[src/hw/rtl/opi_pkg.sv]
// package for the odometry pose integrator: item structs, cordic constants
// no dependencies
package opi_pkg;

    localparam int CORDIC_STEPS = 16;
    localparam int CORDIC_START = 19899;
    localparam int Q15_MAX      = 32767;

    typedef struct packed {
        logic               kind;
        logic signed [23:0] meas_x;
        logic signed [23:0] meas_z;
        logic        [15:0] meas_yaw;
        logic signed [39:0] load_x;
        logic signed [39:0] load_z;
        logic        [15:0] load_heading;
    } opi_in_t;

    typedef struct packed {
        logic signed [39:0] pose_x;
        logic signed [39:0] pose_z;
        logic        [15:0] pose_heading;
    } opi_out_t;

    function automatic logic [15:0] atan_lut(input logic [3:0] i);
        logic [15:0] r;
        begin
            case (i)
                4'd0:  r = 16'd8192;
                4'd1:  r = 16'd4836;
                4'd2:  r = 16'd2555;
                4'd3:  r = 16'd1297;
                4'd4:  r = 16'd651;
                4'd5:  r = 16'd326;
                4'd6:  r = 16'd163;
                4'd7:  r = 16'd81;
                4'd8:  r = 16'd41;
                4'd9:  r = 16'd20;
                4'd10: r = 16'd10;
                4'd11: r = 16'd5;
                4'd12: r = 16'd3;
                4'd13: r = 16'd1;
                4'd14: r = 16'd1;
                default: r = 16'd0;
            endcase
            return r;
        end
    endfunction

endpackage

[src/hw/rtl/odometry_pose_integrator_top.sv]
// top level of the odometry pose integrator: sequencer and pose state
// depends on opi_pkg, opi_cordic, opi_mac
//
// An update item runs two CORDIC passes, for the heading and the previous
// yaw, then eight products through one bit-serial multiplier, then the
// rounding and saturating add, then the output register, and goes back to
// idle. A set item loads the pose and goes straight to the output register.
// One item is in work at a time; the result sits in an output register and
// the next item is taken in the cycle after it has gone.
module odometry_pose_integrator_top
    import opi_pkg::*;
#(
    parameter int ANGLE_BITS = 16
) (
    input  logic     aclk,
    input  logic     aresetn,
    input  logic     s_valid,
    output logic     s_ready,
    input  opi_in_t  s_data,
    input  logic     m_ready,
    output logic     m_valid,
    output opi_out_t m_data
);

    typedef enum logic [2:0] {
        ST_IDLE, ST_COR0, ST_COR1, ST_MUL, ST_FIN, ST_OUT
    } state_t;

    state_t             state_reg;
    logic signed [23:0] prev_x_reg, prev_z_reg;
    logic [15:0]        prev_yaw_reg, acc_h_reg;
    logic signed [39:0] acc_x_reg, acc_z_reg;
    logic signed [24:0] dx_reg, dz_reg;
    logic signed [15:0] s0_reg, c0_reg, s1_reg, c1_reg;
    logic signed [41:0] ix_reg, iz_reg;
    logic signed [57:0] nx_reg, nz_reg;
    logic [2:0]         mi_reg;
    logic               mstart_reg, cstart_reg;
    logic [15:0]        cang_reg;

    logic               c_done, m_done;
    logic signed [15:0] c_sin, c_cos;
    logic signed [41:0] m_a;
    logic signed [15:0] m_b;
    logic signed [57:0] m_p;
    logic signed [57:0] rx, rz;
    logic signed [41:0] sx, sz;

    opi_cordic #(.ANGLE_BITS(ANGLE_BITS)) u_cordic (
        .aclk(aclk), .aresetn(aresetn), .start(cstart_reg), .angle(cang_reg),
        .done(c_done), .sin_q(c_sin), .cos_q(c_cos)
    );

    opi_mac #(.AW(42)) u_mac (
        .aclk(aclk), .aresetn(aresetn), .start(mstart_reg), .a(m_a), .b(m_b),
        .done(m_done), .p(m_p)
    );

    // product schedule: 0..3 build ix/iz, 4..7 build nx/nz
    always_comb begin
        case (mi_reg)
            3'd0: begin m_a = 42'(dx_reg); m_b = c0_reg; end
            3'd1: begin m_a = 42'(dz_reg); m_b = s0_reg; end
            3'd2: begin m_a = 42'(dx_reg); m_b = s0_reg; end
            3'd3: begin m_a = 42'(dz_reg); m_b = c0_reg; end
            3'd4: begin m_a = ix_reg;      m_b = c1_reg; end
            3'd5: begin m_a = iz_reg;      m_b = s1_reg; end
            3'd6: begin m_a = iz_reg;      m_b = c1_reg; end
            default: begin m_a = ix_reg;   m_b = s1_reg; end
        endcase
        rx = (nx_reg + 58'sd2097152) >>> 22;
        rz = (nz_reg + 58'sd2097152) >>> 22;
        sx = 42'(acc_x_reg) + 42'(rx);
        sz = 42'(acc_z_reg) + 42'(rz);
    end

    function automatic logic signed [39:0] sat40(input logic signed [41:0] v);
        if (v > 42'sh0_7F_FFFF_FFFF)       return 40'sh7F_FFFF_FFFF;
        else if (v < -42'sh0_80_0000_0000) return 40'sh80_0000_0000;
        else                               return v[39:0];
    endfunction

    always_ff @(posedge aclk) begin
        if (!aresetn) begin
            state_reg    <= ST_IDLE;
            prev_x_reg   <= '0;
            prev_z_reg   <= '0;
            prev_yaw_reg <= '0;
            acc_x_reg    <= '0;
            acc_z_reg    <= '0;
            acc_h_reg    <= '0;
            mstart_reg   <= 1'b0;
            cstart_reg   <= 1'b0;
            mi_reg       <= '0;
        end else begin
            mstart_reg <= 1'b0;
            cstart_reg <= 1'b0;
            unique case (state_reg)
                ST_IDLE: begin
                    if (s_valid) begin
                        prev_x_reg   <= s_data.meas_x;
                        prev_z_reg   <= s_data.meas_z;
                        prev_yaw_reg <= s_data.meas_yaw;
                        if (s_data.kind) begin
                            acc_x_reg <= s_data.load_x;
                            acc_z_reg <= s_data.load_z;
                            acc_h_reg <= s_data.load_heading;
                            state_reg <= ST_OUT;
                        end else begin
                            dx_reg     <= 25'(s_data.meas_x) - 25'(prev_x_reg);
                            dz_reg     <= 25'(s_data.meas_z) - 25'(prev_z_reg);
                            // heading advance computed now, old heading kept for cordic
                            acc_h_reg  <= acc_h_reg + s_data.meas_yaw - prev_yaw_reg;
                            cang_reg   <= acc_h_reg;
                            cstart_reg <= 1'b1;
                            state_reg  <= ST_COR1;
                        end
                    end
                end
                ST_COR1: begin
                    if (c_done) begin
                        s1_reg     <= c_sin;
                        c1_reg     <= c_cos;
                        cang_reg   <= prev_yaw_reg - (acc_h_reg - cang_reg) ;
                        cstart_reg <= 1'b1;
                        state_reg  <= ST_COR0;
                    end
                end
                ST_COR0: begin
                    if (c_done) begin
                        s0_reg     <= c_sin;
                        c0_reg     <= c_cos;
                        mi_reg     <= '0;
                        mstart_reg <= 1'b1;
                        state_reg  <= ST_MUL;
                    end
                end
                ST_MUL: begin
                    if (m_done) begin
                        case (mi_reg)
                            3'd0: ix_reg <= 42'(m_p);
                            3'd1: ix_reg <= ix_reg - 42'(m_p);
                            3'd2: iz_reg <= 42'(m_p);
                            3'd3: iz_reg <= iz_reg + 42'(m_p);
                            3'd4: nx_reg <= m_p;
                            3'd5: nx_reg <= nx_reg + m_p;
                            3'd6: nz_reg <= m_p;
                            default: nz_reg <= nz_reg - m_p;
                        endcase
                        mi_reg <= mi_reg + 3'd1;
                        if (mi_reg == 3'd7) state_reg <= ST_FIN;
                        else mstart_reg <= 1'b1;
                    end
                end
                ST_FIN: begin
                    acc_x_reg <= sat40(sx);
                    acc_z_reg <= sat40(sz);
                    state_reg <= ST_OUT;
                end
                ST_OUT: begin
                    if (m_ready) state_reg <= ST_IDLE;
                end
                default: state_reg <= ST_IDLE;
            endcase
        end
    end

    assign s_ready             = (state_reg == ST_IDLE);
    assign m_valid             = (state_reg == ST_OUT);
    assign m_data.pose_x       = acc_x_reg;
    assign m_data.pose_z       = acc_z_reg;
    assign m_data.pose_heading = acc_h_reg;

endmodule

[src/hw/rtl/opi_cordic.sv]
// iterative rotation-mode cordic: one micro-rotation per cycle, q1.15 sin/cos
// depends on opi_pkg
module opi_cordic
    import opi_pkg::*;
#(
    parameter int ANGLE_BITS = 16
) (
    input  logic               aclk,
    input  logic               aresetn,
    input  logic               start,
    input  logic [15:0]        angle,
    output logic               done,
    output logic signed [15:0] sin_q,
    output logic signed [15:0] cos_q
);

    // low angle bits dropped only when the angle is narrower than 16 bits
    localparam int ANGLE_DROP = (ANGLE_BITS < 16) ? 16 - ANGLE_BITS : 0;

    logic signed [19:0] x_reg, y_reg;
    logic signed [17:0] z_reg;
    logic               neg_reg;
    logic               busy_reg;
    logic [3:0]         step_reg;
    logic               done_reg;
    logic signed [15:0] sin_reg, cos_reg;

    logic [15:0]        a_m;
    logic signed [19:0] xs, ys, x_next, y_next, xf, yf;
    logic signed [17:0] z_next;

    function automatic logic signed [15:0] clamp(input logic signed [19:0] v);
        if (v > 20'sd32767)       return 16'sd32767;
        else if (v < -20'sd32767) return -16'sd32767;
        else                      return v[15:0];
    endfunction

    always_comb begin
        a_m = angle & ~((16'd1 << ANGLE_DROP) - 16'd1);
        xs = x_reg >>> step_reg;
        ys = y_reg >>> step_reg;
        if (!z_reg[17]) begin
            x_next = x_reg - ys;
            y_next = y_reg + xs;
            z_next = z_reg - 18'(atan_lut(step_reg));
        end else begin
            x_next = x_reg + ys;
            y_next = y_reg - xs;
            z_next = z_reg + 18'(atan_lut(step_reg));
        end
        xf = neg_reg ? -x_next : x_next;
        yf = neg_reg ? -y_next : y_next;
    end

    always_ff @(posedge aclk) begin
        if (!aresetn) begin
            busy_reg <= 1'b0;
            done_reg <= 1'b0;
            step_reg <= '0;
        end else begin
            done_reg <= 1'b0;
            if (start) begin
                busy_reg <= 1'b1;
                step_reg <= '0;
                x_reg    <= 20'(CORDIC_START);
                y_reg    <= '0;
                // fold into the right half plane
                if (a_m >= 16'd16384 && a_m < 16'd49152) begin
                    z_reg   <= 18'($signed({2'b00, a_m})) - 18'sd32768;
                    neg_reg <= 1'b1;
                end else if (a_m >= 16'd49152) begin
                    z_reg   <= 18'($signed({2'b00, a_m})) - 18'sd65536;
                    neg_reg <= 1'b0;
                end else begin
                    z_reg   <= 18'($signed({2'b00, a_m}));
                    neg_reg <= 1'b0;
                end
            end else if (busy_reg) begin
                x_reg    <= x_next;
                y_reg    <= y_next;
                z_reg    <= z_next;
                step_reg <= step_reg + 4'd1;
                if (step_reg == 4'(CORDIC_STEPS - 1)) begin
                    busy_reg <= 1'b0;
                    done_reg <= 1'b1;
                    cos_reg  <= clamp(xf);
                    sin_reg  <= clamp(yf);
                end
            end
        end
    end

    assign done  = done_reg;
    assign sin_q = sin_reg;
    assign cos_q = cos_reg;

endmodule

[src/hw/rtl/opi_mac.sv]
// digit-serial multiplier: signed operand a times signed 16-bit b,
// one bit of b a cycle, shift-add; no package dependency
module opi_mac #(
    parameter int AW = 42
) (
    input  logic                  aclk,
    input  logic                  aresetn,
    input  logic                  start,
    input  logic signed [AW-1:0]  a,
    input  logic signed [15:0]    b,
    output logic                  done,
    output logic signed [AW+15:0] p
);

    logic signed [AW+15:0] acc_reg;
    logic signed [AW+15:0] a_reg;
    logic [15:0]           b_reg;
    logic [3:0]            cnt_reg;
    logic                  busy_reg, done_reg;

    always_ff @(posedge aclk) begin
        if (!aresetn) begin
            busy_reg <= 1'b0;
            done_reg <= 1'b0;
            cnt_reg  <= '0;
        end else begin
            done_reg <= 1'b0;
            if (start) begin
                busy_reg <= 1'b1;
                cnt_reg  <= '0;
                acc_reg  <= '0;
                a_reg    <= (AW+16)'(a);
                b_reg    <= b;
            end else if (busy_reg) begin
                // msb of b carries negative weight
                if (b_reg[0])
                    acc_reg <= (cnt_reg == 4'd15) ? acc_reg - a_reg : acc_reg + a_reg;
                a_reg   <= a_reg <<< 1;
                b_reg   <= b_reg >> 1;
                cnt_reg <= cnt_reg + 4'd1;
                if (cnt_reg == 4'd15) begin
                    busy_reg <= 1'b0;
                    done_reg <= 1'b1;
                end
            end
        end
    end

    assign done = done_reg;
    assign p    = acc_reg;

endmodule
[config.mk]
export PLATFORM = sky130hd
export DESIGN_NAME = odometry_pose_integrator_top
export DESIGN_NICKNAME = d
export VERILOG_FILES = /design/src/hw/rtl/opi_pkg.sv /design/src/hw/rtl/odometry_pose_integrator_top.sv /design/src/hw/rtl/opi_cordic.sv /design/src/hw/rtl/opi_mac.sv
export SDC_FILE = /design/constraint.sdc
export NUM_CORES = 2
export LEC_CHECK = 0
export BUFFER_PORTS_ARGS = -buffer_cell sky130_fd_sc_hd__buf_4
export CAP_MARGIN = 5
export CORE_MARGIN = 2
export CORE_UTILIZATION = 60
export CTS_CLUSTER_SIZE = 20
export DETAILED_ROUTE_END_ITERATION = 7
export PLACE_DENSITY = 0.89
export SETUP_SLACK_MARGIN = 0.3
export SLEW_MARGIN = 10
export SYNTH_ARGS = -nofsm -noshare
export SYNTH_HDL_FRONTEND = slang
export SYNTH_SLANG_ARGS = --single-unit
[constraint.sdc]
create_clock -name aclk -period 15.6 [get_ports aclk]
set_input_delay 0 -clock aclk [delete_from_list [all_inputs] [get_ports aclk]]
set_output_delay 0 -clock aclk [all_outputs]
set_load 0.05 [all_outputs]
==> flow_metrics.tcl <==
set metrics [dict create \
    max_stage_delay_ns 0.60 \
    synth.net_count 7709 \
    slew_viol_final 0 \
    grt.met3_usage_pct 9.10 \
    post-route-min-period_ns 7.28 \
    synth-seq-cells 747 \
    power.density_nw_per_um2 142 \
    seqCellArea_um2 20500 \
    synthTopCellsByArea "edfxtp_1 (27%), ha_1 (10%), dfxtp_1 (6.4%)" \
    clock_latency_ns 0.69 \
    vias 58300 \
    max-cap-violations 0 \
    die_width_um 322 \
    clk_pin_slew_ns 0.07 \
    total_leakage_power_nw 28.6 \
    finalCritPeriodShare_pct 46.7 \
    async_reset_ff_share_pct 0 \
    numCtsBuffers 86 \
    globalRouteMet1Util_pct 43.6 \
    synth_edf_count 553 \
    wirelength_um 202000 \
    min_to "prev_yaw_reg[4]$_SDFFE_PN0P_" \
    whs_path_depth 4 \
    area_growth_pct 13.2 \
    layout_commonest_cell "nand2_1" \
    cts_tree "yes" \
    ios 263 \
    clock-sinks 747 \
    antenna_found_initial 28 \
    yosys.area.top_type "edfxtp_1" \
    drtIter0Drc 7023 \
    ant_nets 0 \
    tightest_slew_ns 1.22 \
    die_area_um2 104000 \
    seq_area_frac_synth_pct 33.7 \
    grt_first_pass_wirelength_um 310000 \
    worstPathCellList "buf_4, mux4_2, and2_0, a311o_1, a21boi_0, inv_1, ha_1, and2_1, nor3b_1, a21oi_1, xnor2_1, ha_1, and4_1, a211o_1, a211oi_1, xor2_1, nand3_1, nor3_1, a21oi_1, xnor2_1, and2_1, o21ai_1" \
    grtUsageMet2_pct 61.2 \
    crit_start "u_cordic.step_reg[0]$_SDFFE_PP0P_" \
    setup_tns_ns 0 \
    viasPerCell 6.64 \
    cts_max_level 3 \
    yosys_warnings 0 \
    hp-start "s_valid" \
    grtUsageTotal_pct 37.9 \
    r2r-start "u_cordic.step_reg[0]$_SDFFE_PP0P_" \
    violations "design-rule violations" \
    start_kind "flip-flop" \
    grt_pass1_vias 56200 \
    grt_max_degree 116 \
    status "complete, but fails checks" \
    gr-total-overflow 0 \
    num-fill-cells 7241 \
    power_mw 9.78 \
    drt_pass1_iterations 8 \
    nets 8035 \
    io_buffer_count 262 \
    multi_input_area_um2 37800 \
    avgSynthCellArea_um2 8.68 \
    r2r_slack_ns 8.32 \
    holdWs_ns 0.0690 \
    max_freq_ghz 0.137 \
    finalSetupViolCount 0 \
    r2r-end "u_cordic.cos_q[14]$_SDFFCE_PN1P_" \
    utilization_pct 68.7 \
    root_buffer "clkbuf_16" \
    drc 2 \
    coreArea_um2 100000 \
    dp_hpwl_um 138000 \
    cp_data_arrival_time_ns 7.69 \
    cts_resized 0 \
    rows 116 \
    hold_path_class "in -> reg" \
    synth_area_um2 60800 \
    syn_inst 7009 \
    initial_utilization_pct 60.7 \
    ys_types 106 \
    clock_path_buffers 3 \
    crit_fanout 46 \
    synth-main-ff-cell "edfxtp_1" \
    rsz0062_at_grt "no" \
    hold_viol_final 0 \
    drive_gt1_share_pct 8.64 \
    path_buf_inv 2 \
    slew_headroom_pct 18.7 \
    peakVddDrop_mv 0.147 \
    routedWlPerCell_um 23.0 \
    fin_skew_ns 0.0474 \
    crit_type "reg -> reg" \
    grt_busiest_layer "met2" \
    synth_top_area_share_pct 27.3 \
    slowest_stage "mux4_2" \
    cp-end-kind "flip-flop" \
    die_y_um 322 \
    gp_congestion 1.00 \
    cpLargestDelayFamily "simple AND/OR/NAND/NOR gates" \
    crit_required_ns 16.01 \
    layout_common_cells "nand2_1 (699), a21oi_1 (679), nor2_1 (597)" \
    reg2regPathDepth 22 \
]
[report_power, final]
part	internal (mW)	leakage, nW	total, mW	switching [mW]
Clock	1.19	1.41	2.12	0.932
Sequential	2.46	6.58	2.73	0.263
Combinational	1.83	20.6	4.93	3.10
Total	5.49	28.6	9.78	4.29
[how the worst max path moves through the flow]
stage / cells after the start / endpoint / slack, ns
floorplan: 22 / u_cordic.sin_q[5]$_SDFFCE_PN1P_ / 9.72
global placement: 23 / u_cordic.cos_q[8]$_SDFFCE_PN1P_ / 8.54
detailed placement: 22 / u_cordic.cos_q[14]$_SDFFCE_PN1P_ / 8.47
CTS: 22 / u_cordic.cos_q[14]$_SDFFCE_PN1P_ / 8.41
global route: 22 / u_cordic.cos_q[6]$_SDFFCE_PN1P_ / 7.73
finish: 22 / u_cordic.cos_q[14]$_SDFFCE_PN1P_ / 8.32
[layer usage]
layer	wire, um	share of wire, %	up-vias
met2	90900	45	3844
met3	21800	11	1186
met5	107	0.053	-
met4	18100	8.9	16
li1	-	-	26200
met1	71400	35	27100
[area by class of cell]
type                       count  share of cell area [%]
inverter                     411                    2.24
clock inverter                54                   0.749
timing repair buffer         517                    6.40
tap                         1357                    2.47
multi-input combinational   5572                    54.9
antenna                       15                  0.0545
sequential                   747                    29.8
clock buffer                 107                    3.44
[cells by family (layout without fill, tap and decap cells)]
logic type                 after synthesis  after routing  synth area share (%)
DFF                                    747            747                  33.7
xor gates and xnor gates               597            597                  8.66
buffers and inverters                  690           1089                  4.36
other                                    0             15                     0
and+or+nand+nor                       2076           2076                  15.9
muxes                                  150            150                  3.33
adders and majority gates              537            537                  11.6
AOI/OAI and AO/OA                     2212           2212                  22.6
[synth_stat cells (all sizes together) (61+ instances only)]
cell type,n
a21o,254
a21oi,687
nor2b,70
dfxtp,194
o21a,83
nand2b,88
xnor2,358
o21ai,590
inv,410
clkbuf,229
ha,493
nand3,115
xor2,239
a31oi,78
and3,81
nor2,607
a211oi,79
nand2,703
mux2i,74
o21bai,61
nor3,122
edfxtp,553
[per-stage QoR]
stage               worst slack (ns)  area, um2  instances
finish                          8.32      68900       8780
floorplan                       9.72      60800       7009
detailed placement              8.47      63800       8395
CTS                             8.41      68800       8765
global placement                8.54      63800       8395
global route                    7.73      68800       8773
[what timing repair did]
| action | in CTS | in global routing |
|---|---|---|
| setup buffers | 0 | 0 |
| hold endpoints to repair | 219 | 0 |
| hold buffers | 209 | 0 |
[tightest hold or removal path: stages]
cell	delay, ns
buf_4	0.14
nand2_2	0.30
nand2_1	0.19
a21oi_1	0.06
Note: power is estimated with default switching activity, not from simulation.
